--- src/rtl/lrgd_pkg.sv ---
// Shared types and constants of the line-fit gradient descent block.
`timescale 1ns / 1ps
package lrgd_pkg;

  localparam int SMP_W     = 16;
  localparam int COEF_W    = 32;
  localparam int COST_W    = 48;
  localparam int IDX_W     = 6;
  localparam int CFG_W     = 32;
  localparam int CFG_IDX_W = 2;
  localparam int ITER_W    = 7;
  localparam int MAX_RUNS  = 64;

  typedef enum logic [CFG_IDX_W-1:0] {
    CFG_RATE  = 2'd0,
    CFG_ITER  = 2'd1,
    CFG_ICPT  = 2'd2,
    CFG_SLOPE = 2'd3
  } cfg_idx_t;

  typedef struct packed {
    logic busy;
    logic done;
  } div_stat_t;

endpackage

--- src/rtl/lrgd_div.sv ---
// Restoring unsigned divider, one quotient bit per cycle.
`timescale 1ns / 1ps
module lrgd_div import lrgd_pkg::*; #(
  parameter int DW = 61,
  parameter int VW = 8
) (
  input  logic          clk,
  input  logic          rst,
  input  logic          start,
  input  logic [DW-1:0] dividend,
  input  logic [VW-1:0] divisor,
  output logic [DW-1:0] quotient,
  output div_stat_t     stat
);

  localparam int CNT_W = $clog2(DW + 1);

  logic [DW-1:0]    dq;
  logic [VW-1:0]    rem;
  logic [VW-1:0]    dvs;
  logic [CNT_W-1:0] cnt;
  logic             busy;
  logic             done;
  logic [VW:0]      trial;
  logic [VW:0]      diff;
  logic             ge;

  assign trial = {rem, dq[DW-1]};
  assign diff  = trial - {1'b0, dvs};
  assign ge    = (trial >= {1'b0, dvs});

  always_ff @(posedge clk) begin
    if (rst) begin
      busy <= 1'b0;
      done <= 1'b0;
      cnt  <= '0;
    end else begin
      done <= 1'b0;
      if (start) begin
        busy <= 1'b1;
        cnt  <= '0;
        dq   <= dividend;
        rem  <= '0;
        dvs  <= divisor;
      end else if (busy) begin
        rem <= ge ? diff[VW-1:0] : trial[VW-1:0];
        dq  <= {dq[DW-2:0], ge};
        cnt <= cnt + 1'b1;
        if (cnt == CNT_W'(DW - 1)) begin
          busy <= 1'b0;
          done <= 1'b1;
        end
      end
    end
  end

  assign quotient  = dq;
  assign stat.busy = busy;
  assign stat.done = done;

endmodule

--- config.mk ---
export PLATFORM = sky130hd
export DESIGN_NAME = lrgd_div
export DESIGN_NICKNAME = d
export VERILOG_FILES = /design/src/rtl/lrgd_pkg.sv /design/src/rtl/lrgd_div.sv
export SDC_FILE = /design/constraint.sdc
export NUM_CORES = 1
export LEC_CHECK = 0
export ABC_CLOCK_PERIOD_IN_PS = 4050
export BUFFER_PORTS_ARGS = -buffer_cell sky130_fd_sc_hd__buf_2
export CAP_MARGIN = 5
export CORE_ASPECT_RATIO = 0.6
export CORE_MARGIN = 4
export CORE_UTILIZATION = 46
export CTS_CLUSTER_DIAMETER = 30
export DETAILED_ROUTE_END_ITERATION = 12
export HOLD_SLACK_MARGIN = 0.05
export PLACE_DENSITY = 0.74
export SLEW_MARGIN = 15
export SYNTH_ARGS = -nofsm -noshare
export SYNTH_HDL_FRONTEND = slang
export SYNTH_SLANG_ARGS = --single-unit
export TNS_END_PERCENT = 30
--- constraint.sdc ---
create_clock -name clk -period 4.05 [get_ports clk]
set_clock_uncertainty 0.05 [all_clocks]
set_input_delay 0.2025 -clock clk [delete_from_list [all_inputs] [get_ports clk]]
set_output_delay 0.2025 -clock clk [all_outputs]
set_load 0.03 [all_outputs]
==> metrics.md, run 1 <==
| Metric | Value |
|---|---|
| Fin worst setup slack | between 1500 and 2000 ps |
| Worst slew pin tran | 895 ps |
| DP Area | 0.00479 sq mm |
| Root Driver | clkbuf_16 |
| Worst hold path depth | 2 |
| Worst setup SP type | flop |
| Max cap viols | 0 |
| Std cell rows | 26 |
| GPL Wtd Cong | 0.828 |
| Seq/Total Area, Yosys | 61.5% |
| P&R area growth vs syn | 28.0% |
| Routed vias | 2737 |
| Syn Nets | 350 |
| Status | finished, final reports clean |
| Leak | 2.07 nW |
| Clock power share | between 30% and 40% |
| Residual DRC | 0 |
| HP Class | in -> reg |
| Final Instance Count excl. Fillers | ~530 |
| Worst R2R Path Depth | 5 |
| Initial antenna violation count | 0 |
| Post-Place Worst Slack | roughly 1900 ps |
| Clock sinks | 85 |
| CTS tree | done |
| Drt total wl | about 9000 microns |
| Pwr per Cell Area | roughly 430 mW/mm^2 |
| Core Area | 0.00852 sq mm |
| CP arrival | ~2200 ps |
| Setup TNS | 0 ps |
| Hold endpoint | quotient[44] |
| First-pass DRT Iterations | 4 |
| Internal power | 1.65 mW |
| Critical-path top delay cell | ha_1 |
| Setup-failing EPs final | 0 |
| WP buf/inv | 0 |
| Crit. End Element | flop |
| Largest stage delay, worst path | 410 ps |
| Share of cells above drive strength 1 | around 54% |
| R2r setup slk | roughly 1900 ps |
| TritonCTS buffer count | 9 |
| Sw Ratio | around a quarter |
| GRT Total Usage | ~18% |
| Initial Util | between 40% and 50% |
| Worst path top cell family by delay | compound AO/OA/AOI/OAI gates |
| RSZ-0062 raised after global routing | no |
| Worst r2r dst | quotient[0] |
| Tcrit/Tclk final | between 50% and 60% |
| Post-synth cell types | 51 |
| DP Cell Count | between 500 and 600 |
| Top Ports | 135 |
| Critical Path RT | 4080 ps |
| Yosys warns | 0 |
| Worst-path clk slew | approximately 60 ps |
| Nets@finish | approximately 490 |
| WHS | 124 ps |
| Remaining Overflow, GRT | 0 |
| Final HPWL DP | around 6500 microns |
| Comb power frac | between 15 and 20% |
| CP Cell Sequence | ha_1 > a21o_2 > a211oi_4 > nand2_1 > mux2_2 |
| Beginning of the worst hold path | dividend[44] |
| CP startpoint | rem[5] |
| Via/cell ratio | 5.19 |
| Clock latency on the worst-skew pair | about 330 ps |
| Highest Clock Rate | between 400 and 500 MHz |
| Setup bufs post-CTS | 0 |
| Die Span Y | 80.4 microns |
| Final Hold Fails | 0 |
| # fillers | between 600 and 700 |
| Async SR Flop Fraction | 0% |
| Share of power burned in registers | 47.8% |
| Switch Pwr | about 570 uW |
| ANT nets after route | 0 |
| EDFF count, synth | 77 |
| Wirelength per Cell | around 17 microns |
| Slew Limit Fails | 0 |
| Worst setup path class | reg -> reg |
| Fin area | slightly above 0.005 sq mm |
| Crit path max fanout | 8 |
| Number of port buffers | approximately 130 |
| Top_reg_cell synth | edfxtp_1 |
| Initial DRC Count | roughly 100 |
| Max-Slew Margin vs Limit | 40.2% |
| RR Startpoint | rem[5] |
| Vias in the first global route | between 2k and 3k |
| H-tree Lvls | 3 |
| Die footprint | 0.0104 sq mm |
| Ant diodes | 0 |
| Global-route wire length before repair | between 10000 and 15000 microns |
| Synthesized flop and latch total | 85 |
| Clock buffer depth | 2 |
| Crit path time final | between 2000 and 2500 ps |
| Post-synthesis cell area | around 0.0040 sq mm |
| Synth Instances | between 200 and 300 |
| Synthesized area per cell | between 15 and 20 sq um |
| Largest net degree at the start of global routing | 55 |
| Die X | roughly 130 microns |
| Peak supply drop | 0.000302 V |
synthesized netlist by cell type (2+ instances only):
cell type,n,area (sq um)
edfxtp_1,77,2310
mux2_2,61,687
inv_1,13,48.8
ha_1,10,125
a21oi_1,9,45.0
dfxtp_1,8,160
nor2_1,8,30.0
clkbuf_1,7,26.3
nand3_1,7,35.0
o21ai_0,7,35.0
nand2_1,4,15.0
nor2b_1,4,25.0
nor3_1,4,20.0
xor2_1,3,26.3
a211o_1,2,17.5
a211oi_1,2,15.0
buf_4,2,15.0
clkbuf_8,2,27.5
nand4_1,2,12.5
nor3b_1,2,15.0
o21a_1,2,15.0
xnor2_1,2,17.5
logic make-up (layout without fill, tap and decap cells):
family,after synthesis,count (layout),share of synthesized area (%)
flops,85,85,61.5
mux,62,62,17.3
simple gates,41,41,5.73
compound gates,38,38,7.72
buf+inv,25,173,3.05
fa+ha+maj,11,11,3.61
xor+xnor,5,5,1.09
cell type report:
class                      instances  area, sq um  share of cell area, %
multi-input combinational        157         1430                   27.9
clock inverter                     2         10.0                  0.194
inverter                          13         48.8                  0.948
sequential                        85         2470                   48.0
tap                              112          140                   2.72
timing repair buffer             144          778                   15.1
clock buffer                      14          264                   5.13
cell usage in the layout, fill, tap and decap left out, types with 2 or more instances in the layout:
cell,instances
a211oi_1,2
inv_1,13
ha_1,10
dlygate4sd3_1,8
mux2_2,61
nand4_1,2
nor3_1,4
o21a_1,2
buf_2,134
nand3_1,7
nor2_1,7
o21ai_0,7
xnor2_1,2
edfxtp_1,77
clkinv_2,2
clkbuf_8,2
nor2b_1,4
clkbuf_16,9
nor3b_1,2
a21oi_1,9
a211o_1,2
clkbuf_1,3
dfxtp_1,8
xor2_1,3
nand2_1,4
worst max path at each step:
stage	end	slack, ps	cells after the start
final	quotient[0]	1870	5
after global routing	rem[6]	1770	8
after floorplan	quotient[0]	1010	4
after global placement	rem[6]	1870	8
after CTS	quotient[0]	1880	6
after detailed placement	quotient[0]	1880	6
metrics by stage:
stage,total power [mW],utilization (%)
6_report,2.22,60.4
5_1_grt,2.32,60.4
4_1_cts,2.24,60.4
3_5_place_dp,1.47,56.2
3_3_place_gp,1.47,56.2
2_1_floorplan,1.35,-
per-layer routing:
metal / global-route usage, % / share of wire (%) / wire length [microns]
met4: 4.93 / 0.92 / 82
met2: 27.0 / 45 / 4050
met1: 23.7 / 46 / 4100
met5: 0 / 0 / 0
met3: 6.64 / 8.0 / 720
registers in the layout, summed over array words and instances, names as in the netlist:
| name | count |
|---|---|
| busy | 1 |
| quotient | 61 |
| rem | 8 |
| done | 1 |
| dvs | 8 |
| cnt | 6 |
timing repair:
item,CTS,global route
gates resized for setup,0,0
hold buffers,8,0
hold endpoints to repair,8,0
power groups by stage:
stage	sequential, mW	clock, mW	combinational (mW)
after floorplan	1.15	0	0.201
after global placement	1.08	0	0.388
after CTS	1.06	0.777	0.402
after global routing	1.07	0.820	0.430
after detailed placement	1.08	0	0.395
final	1.06	0.760	0.400
worst reg2reg max path: cells and delay by family (launching register included):
kind / cells / cell delay, ps
AOI/OAI and AO/OA: 2 / 630
adders and majority gates: 1 / 410
DFF: 1 / 400
muxes: 1 / 280
and+or+nand+nor: 1 / 170
No activity file was read; power rests on OpenSTA's default activity.
==> run 2, diff against run 1 <==
--- a/config.mk
+++ b/config.mk
@@ -5,16 +5,17 @@
 export SDC_FILE = /design/constraint.sdc
 export NUM_CORES = 1
 export LEC_CHECK = 0
-export ABC_CLOCK_PERIOD_IN_PS = 4050
+export ABC_AREA = 1
+export ABC_CLOCK_PERIOD_IN_PS = 2220
 export BUFFER_PORTS_ARGS = -buffer_cell sky130_fd_sc_hd__buf_2
 export CAP_MARGIN = 5
 export CORE_ASPECT_RATIO = 0.6
 export CORE_MARGIN = 4
-export CORE_UTILIZATION = 46
+export CORE_UTILIZATION = 51
 export CTS_CLUSTER_DIAMETER = 30
 export DETAILED_ROUTE_END_ITERATION = 12
 export HOLD_SLACK_MARGIN = 0.05
-export PLACE_DENSITY = 0.74
+export PLACE_DENSITY = 0.77
 export SLEW_MARGIN = 15
 export SYNTH_ARGS = -nofsm -noshare
 export SYNTH_HDL_FRONTEND = slang
==> constraint.sdc (replaced) <==
create_clock -name clk -period 2.22 [get_ports clk]
set_clock_uncertainty 0.05 [all_clocks]
set_input_delay 0.111 -clock clk [delete_from_list [all_inputs] [get_ports clk]]
set_output_delay 0.111 -clock clk [all_outputs]
set_load 0.03 [all_outputs]
==> run 2 against run 1 <==
Clock power rose by 110%. Via count rose by 39%. Worst setup slack got worse by 1600 ps. Synthesized cell count up 69%. Register-to-register slack got worse by 1600 ps.
==> metrics.md, run 2 <==
| Metric | Value |
|---|---|
| Status | finished, final reports clean |
| Area contributors post-synth | edfxtp_1 56%, nand2_1 20%, dfxtp_1 3.9%, inv_1 3.3%, ha_1 3.0% |
| FF+latch area | 0.00247 sq mm (unchanged) |
| CP startpoint | rem[5] |
| Synth top area share | 55.9% (-1.6 points) |
| Nets@finish | 736 (+49%) |
| Post-Synth Simple-Gate Area | 29.0% (+23 points) |
| Max reg flops | 61 (unchanged) |
| Die X | 124 microns (-3.5%) |
| Crit. End Element | flop |
| Highest Clock Rate | 521 MHz (+13%) |
| Synthesized flop and latch total | 85 (unchanged) |
| Die footprint | 0.00966 sq mm (-6.7%) |
| Core Area | 0.00788 sq mm (-7.5%) |
| Async SR Flop Fraction | 0% (unchanged) |
| Drt total wl | 11400 microns (+27%) |
| Initial antenna violation count | 0 (unchanged) |
| Seq/Total Area, Yosys | 59.8% (-1.7 points) |
| Clock latency on the worst-skew pair | 330 ps (about the same) |
| CP arrival | 1930 ps (-270 ps) |
| Commonest non-fill, non-tap cell in the layout | nand2_1 |
| Worst slew pin tran | 855 ps (-40.5 ps) |
| Crit path time final | 1920 ps (-255 ps) |
| Worst setup SP type | flop |
| Leak | 2.87 nW (+39%) |
| Share of cells above drive strength 1 | 26.4% (-28 points) |
| Mux cell area share after synthesis | 0% (-17 points) |
| Most common cell in the netlist | nand2_1 |
| RSZ-0062 raised after global routing | no |
| Post-synth cell types | 34 (-33%) |
| Worst R2R Path Depth | 9 (+4) |
| Crit path max fanout | 7 (-1) |
| Largest family of logic cells by synthesized area | simple AND/OR/NAND/NOR gates |
| RR Startpoint | rem[5] |
| Compound-gate portion of the synthesized area | 1.76% (-6.0 points) |
| Initial DRC Count | 271 (+160%) |
| Clock buffer depth | 2 (unchanged) |
| Post-CTS Resized | 0 (unchanged) |
| Std cell rows | 25 (-3.8%) |
| DP Cell Count | 681 (+35%) |
| Setup bufs post-CTS | 0 (unchanged) |
| Yosys warns | 0 (unchanged) |
| Synth top cells by count | 224 x nand2_1, 77 x edfxtp_1, 36 x inv_1 |
| Via/cell ratio | 4.96 (-4.5%) |
| Global-route wire length before repair | 18700 microns (+33%) |
| P&R area growth vs syn | 43.9% |
| Die Span Y | 77.7 microns (-3.3%) |
| Critical-path top delay cell | edfxtp_1 |
| GPL Wtd Cong | 0.863 (+4.3%) |
| TritonCTS buffer count | 9 (unchanged) |
| Max-Slew Margin vs Limit | 42.8% (+2.6 points) |
| Clock sinks | 85 (unchanged) |
| Fraction of the mapped netlist area in adder cells | 3.51% (-0.098 points) |
| R2r setup slk | 300 ps (-1580 ps) |
| Post-Synth XOR/XNOR Area | 0.636% (-0.45 points) |
| CP Cell Sequence | ha_1 > nand2_1 > nand2_1 > nand2_1 > nand2_2 > inv_1 > nand2_1 > a21oi_4 > o21ai_0 |
| Top Ports | 135 (unchanged) |
| Tcrit/Tclk final | 86.5% (+33 points) |
| Worst r2r dst | quotient[0] |
| Pwr per Cell Area | 783 mW/mm^2 (+82%) |
| Post-synthesis cell area | 0.00413 sq mm (+2.8%) |
| Syn Nets | 533 (+52%) |
| Number of port buffers | 134 (unchanged) |
| # fillers | 540 (-22%) |
| Max cap viols | 0 (unchanged) |
| Root Driver | clkbuf_16 |
| Hold bufs inserted after CTS | 69 (+61) |
| H-tree Lvls | 3 (unchanged) |
| Remaining Overflow, GRT | 0 (unchanged) |
| Setup-failing EPs final | 0 (unchanged) |
| Final Instance Count excl. Fillers | 766 (+45%) |
| Multi-input gate area | 0.00145 sq mm (+1.4%) |
| Critical Path RT | 2230 ps (-1850 ps) |
| Slew Limit Fails | 0 (unchanged) |
| Ant diodes | 0 (unchanged) |
| HP Class | in -> reg |
| Routed vias | 3799 (+39%) |
| Final HPWL DP | 6850 microns (+4.8%) |
| Synth Instances | 450 (+69%) |
| Worst Setup EP | quotient[0] |
| Residual DRC | 0 (unchanged) |
| Top_reg_cell synth | edfxtp_1 |
| Setup TNS | 0 ps (unchanged) |
| CTS tree | done |
| Largest stage delay, worst path | 400 ps (about the same) |
| First-pass DRT Iterations | 4 (unchanged) |
| GRT Total Usage | 24.2% (+6.6 points) |
| Most frequent cells in the layout | 224 x nand2_1, 134 x buf_2, 77 x edfxtp_1 |
| Largest net degree at the start of global routing | 72 (+31%) |
| Initial Util | 52.4% (+5.3 points) |
| Most Frequent Cell on Critical Path | nand2_1 |
| Final Hold Fails | 0 (unchanged) |
| Total power | 4.66 mW (+110%) |
| Worst setup path class | reg -> reg |
| Synthesized area per cell | 9.19 sq um (-39%) |
| ANT nets after route | 0 (unchanged) |
| Peak supply drop | 0.000579 V (+91%) |
| Wirelength per Cell | 14.9 microns (-12%) |
| EDFF count, synth | 77 (unchanged) |
| Worst-path clk slew | 60 ps (about the same) |
| Area leader, netlist | edfxtp_1 |
| Vias in the first global route | 3819 (+36%) |
run 2: changes by cell type after synthesis, sizes merged, moves of 3 or more:
cell	change
nand2	+227
mux2	-61
inv	+24
nor2	+23
a21oi	-5
nor2b	-5
o21ai	-4
nand3	+3
nand3b	+3
run 2: stage by stage:
stage	setup WS (ps)	area, sq um	util (%)	hold slack, ps
final	300	5950	75.4	93.1
after global routing	183	5950	75.4	95.0
after CTS	307	5950	75.4	75.5
after detailed placement	334	4930	62.6	239
after global placement	356	4930	62.6	238
after floorplan	227	4150	-	160
run 2: worst min path at each step:
| stage | start | to | cells past startpoint |
|---|---|---|---|
| detailed placement | divisor[3] | dvs[3] | 1 |
| finish | rst | cnt[0] | 4 |
| global placement | divisor[2] | dvs[2] | 1 |
| global route | rst | cnt[0] | 4 |
| floorplan | divisor[0] | dvs[0] | 0 |
| CTS | rst | cnt[0] | 4 |
run 2: logic make-up (layout without fill, tap and decap cells):
kind of cell    Yosys count  in the layout
buf+inv                  53            261
compound gates           11             11
xor+xnor                  3              3
fa+ha+maj                11             11
flops                    85             85
simple gates            287            287
run 2: report_power, final:
part           switching, mW  internal, mW  total [mW]
Clock                  0.618         0.991        1.61
Combinational          0.657         0.386        1.04
Sequential            0.0786          1.93        2.01
run 2: worst max-delay path, delay by kind of cell, from the launching register on:
family	cells	cell delay, ps
AO/OA/AOI/OAI	2	360
adder cells (fa/ha/maj)	1	390
buffers and inverters	1	60
flip-flops	1	400
AND/OR/NAND/NOR	5	400
run 2: layout make-up:
class                      count  area share [%]
clock buffer                   9            3.79
clock inverter                 7            1.64
inverter                      37            2.34
multi-input combinational    312            24.4
sequential                    85            41.6
tap                          108            2.27
timing repair buffer         208            23.9
run 2: per-layer routing:
metal  track usage (%)  wire, microns  up-vias
met5                 0              0        -
met4              9.96            313        0
met2              40.2           5380      164
met3              6.53            866       29
met1              30.4           4850     1767
li1                  -              -     1839
==> run 3, diff against run 2 <==
--- a/config.mk
+++ b/config.mk
@@ -15,7 +15,7 @@
 export CTS_CLUSTER_DIAMETER = 30
 export DETAILED_ROUTE_END_ITERATION = 12
 export HOLD_SLACK_MARGIN = 0.05
-export PLACE_DENSITY = 0.77
+export PLACE_DENSITY = 0.8
 export SLEW_MARGIN = 15
 export SYNTH_ARGS = -nofsm -noshare
 export SYNTH_HDL_FRONTEND = slang
==> run 3 against run 2 <==
Worst setup slack lost 31 ps. Final cell count is the same. Power shrank 2.8%. Maximum frequency shrank 1.6%. Die area is the same. Register-to-register slack lost 30 ps. Non-clock buffer count is the same. Clock-buffer cell count grew 1. Critical endpoint is now rem[1]. Highest routed layer unchanged.
==> metrics.md, run 3 (synthesized netlist as in run 2, its figures left out) <==
| Metric | Value |
|---|---|
| RSZ-0062 raised after global routing | no |
| Largest net degree at the start of global routing | 72 (unchanged) |
| Routed vias | 3718 (-2.1%) |
| Root Driver | clkbuf_16 |
| Crit path max fanout | 7 (unchanged) |
| Number of port buffers | 134 (unchanged) |
| Max-Slew Margin vs Limit | 43.8% (+1.0 points) |
| Worst setup SP type | flop |
| Setup TNS | 0 ps (unchanged) |
| Nets@finish | 736 (unchanged) |
| Via/cell ratio | 4.85 (-2.1%) |
| Ant diodes | 0 (unchanged) |
| Global-route wire length before repair | 18900 microns (+1.1%) |
| Pwr per Cell Area | 766 mW/mm^2 (-2.1%) |
| RR Startpoint | rem[5] |
| Worst Setup EP | rem[1] |
| Clock buffer depth | 2 (unchanged) |
| Die footprint | 0.00966 sq mm (unchanged) |
| Std cell rows | 25 (unchanged) |
| Initial Util | 52.4% (unchanged) |
| GPL Wtd Cong | 0.905 (+4.8%) |
| Peak supply drop | 0.000479 V (-17%) |
| Status | finished, final reports clean |
| Worst-path clk slew | 60 ps (about the same) |
| Clock sinks | 85 (unchanged) |
| Setup bufs post-CTS | 0 (unchanged) |
| Crit. End Element | flop |
| Die Span Y | 77.7 microns (unchanged) |
| Vias in the first global route | 3835 (+0.42%) |
| HP Class | in -> reg |
| # fillers | 546 (+1.1%) |
| Tcrit/Tclk final | 87.9% (+1.4 points) |
| Wirelength per Cell | 14.7 microns (-1.6%) |
| Crit path time final | 1950 ps (+31.0 ps) |
| Setup-failing EPs final | 0 (unchanged) |
| Final HPWL DP | 7240 microns (+5.7%) |
| Leak | 2.85 nW (-0.63%) |
| First-pass DRT Iterations | 4 (unchanged) |
| R2r setup slk | 270 ps (-30 ps) |
| Initial antenna violation count | 0 (unchanged) |
| Worst setup path class | reg -> reg |
| GRT Total Usage | 24.4% (+0.12 points) |
| CP startpoint | rem[5] |
| Max cap viols | 0 (unchanged) |
| Final Hold Fails | 0 (unchanged) |
| Worst slew pin tran | 840 ps (-15.1 ps) |
| Clock latency on the worst-skew pair | 340 ps (about the same) |
| Max reg flops | 61 (unchanged) |
| Worst R2R Path Depth | 10 (+1) |
| P&R area growth vs syn | 42.8% |
| Share of cells above drive strength 1 | 26.3% (-0.15 points) |
| H-tree Lvls | 3 (unchanged) |
| Drt total wl | 11200 microns (-1.6%) |
| Commonest non-fill, non-tap cell in the layout | nand2_1 |
| Remaining Overflow, GRT | 0 (unchanged) |
| Top Ports | 135 (unchanged) |
| CTS tree | done |
| Initial DRC Count | 236 (-13%) |
| ANT nets after route | 0 (unchanged) |
| DP Area | 0.00492 sq mm (-0.25%) |
| Core Area | 0.00788 sq mm (unchanged) |
| Critical Path RT | 2340 ps (+110 ps) |
| Residual DRC | 0 (unchanged) |
| Fin area | 0.00590 sq mm (-0.72%) |
| Die X | 124 microns (unchanged) |
| TritonCTS buffer count | 9 (unchanged) |
| CP arrival | 2070 ps (+140 ps) |
| Most frequent cells in the layout | 224 x nand2_1, 134 x buf_2, 77 x edfxtp_1 |
| Slew Limit Fails | 0 (unchanged) |
| Highest Clock Rate | 512 MHz (-1.6%) |
| Worst r2r dst | rem[1] |
[run 3: area by class of cell]
cell class	count	area, sq um	area share (%)
Tap cell	108	135	2.29
Sequential cell	85	2470	41.9
Inverter	37	139	2.35
Timing Repair Buffer	208	1410	23.9
Clock inverter	6	63.8	1.08
Multi-Input combinational cell	312	1450	24.6
Clock buffer	10	229	3.88
[run 3: through the flow]
stage | util, % | instances | hold slack, ps | total power, mW | setup slack (ps)
after floorplan | - | 450 | 160 | 2.68 | 227
after global placement | 62.4 | 681 | 240 | 2.94 | 366
after detailed placement | 62.4 | 681 | 240 | 2.96 | 340
after CTS | 74.9 | 766 | 129 | 4.53 | 317
after global routing | 74.9 | 766 | 162 | 4.74 | 207
final | 74.9 | 766 | 136 | 4.53 | 269
[run 3: report_power, final]
| group | switching, mW | leakage [nW] | internal, mW | total, mW |
|---|---|---|---|---|
| Clock | 0.611 | 0.138 | 0.870 | 1.48 |
| Combinational | 0.661 | 1.90 | 0.381 | 1.04 |
| Sequential | 0.0752 | 0.814 | 1.93 | 2.00 |
[run 3: layer usage]
metal,share of wire (%),up-vias,track usage [%]
met4,2.2,0,7.99
met3,8.0,29,7.02
li1,-,1845,-
met1,44,1669,31.5
met5,0,-,0
met2,46,175,39.9
[run 3: critical path, cell delays in order (launching register included)]
cell and delay [ps]:
edfxtp_1 410, ha_1 390, nand2_1 90, nand2_1 60, nand2_1 80, nand2_2 70, inv_1 50, nand2_1 70
a21oi_4 240, nor2_1 70, nor2_1 190
[run 3: how the worst min path moves through the flow]
stage / startpoint / to / slack, ps / depth (start not counted)
2_1_floorplan: divisor[0] / dvs[0] / 160 / 0
4_1_cts: rst / cnt[0] / 130 / 4
5_1_grt: rst / cnt[0] / 160 / 4
6_report: rst / cnt[0] / 140 / 4
3_5_place_dp: divisor[7] / dvs[7] / 240 / 1
3_3_place_gp: divisor[3] / dvs[3] / 240 / 1
[run 3: timing repair]
action                                 4_1_cts  5_1_grt
resized for setup                            0        0
hold buffers                                69        0
endpoints found under the hold margin       69        0
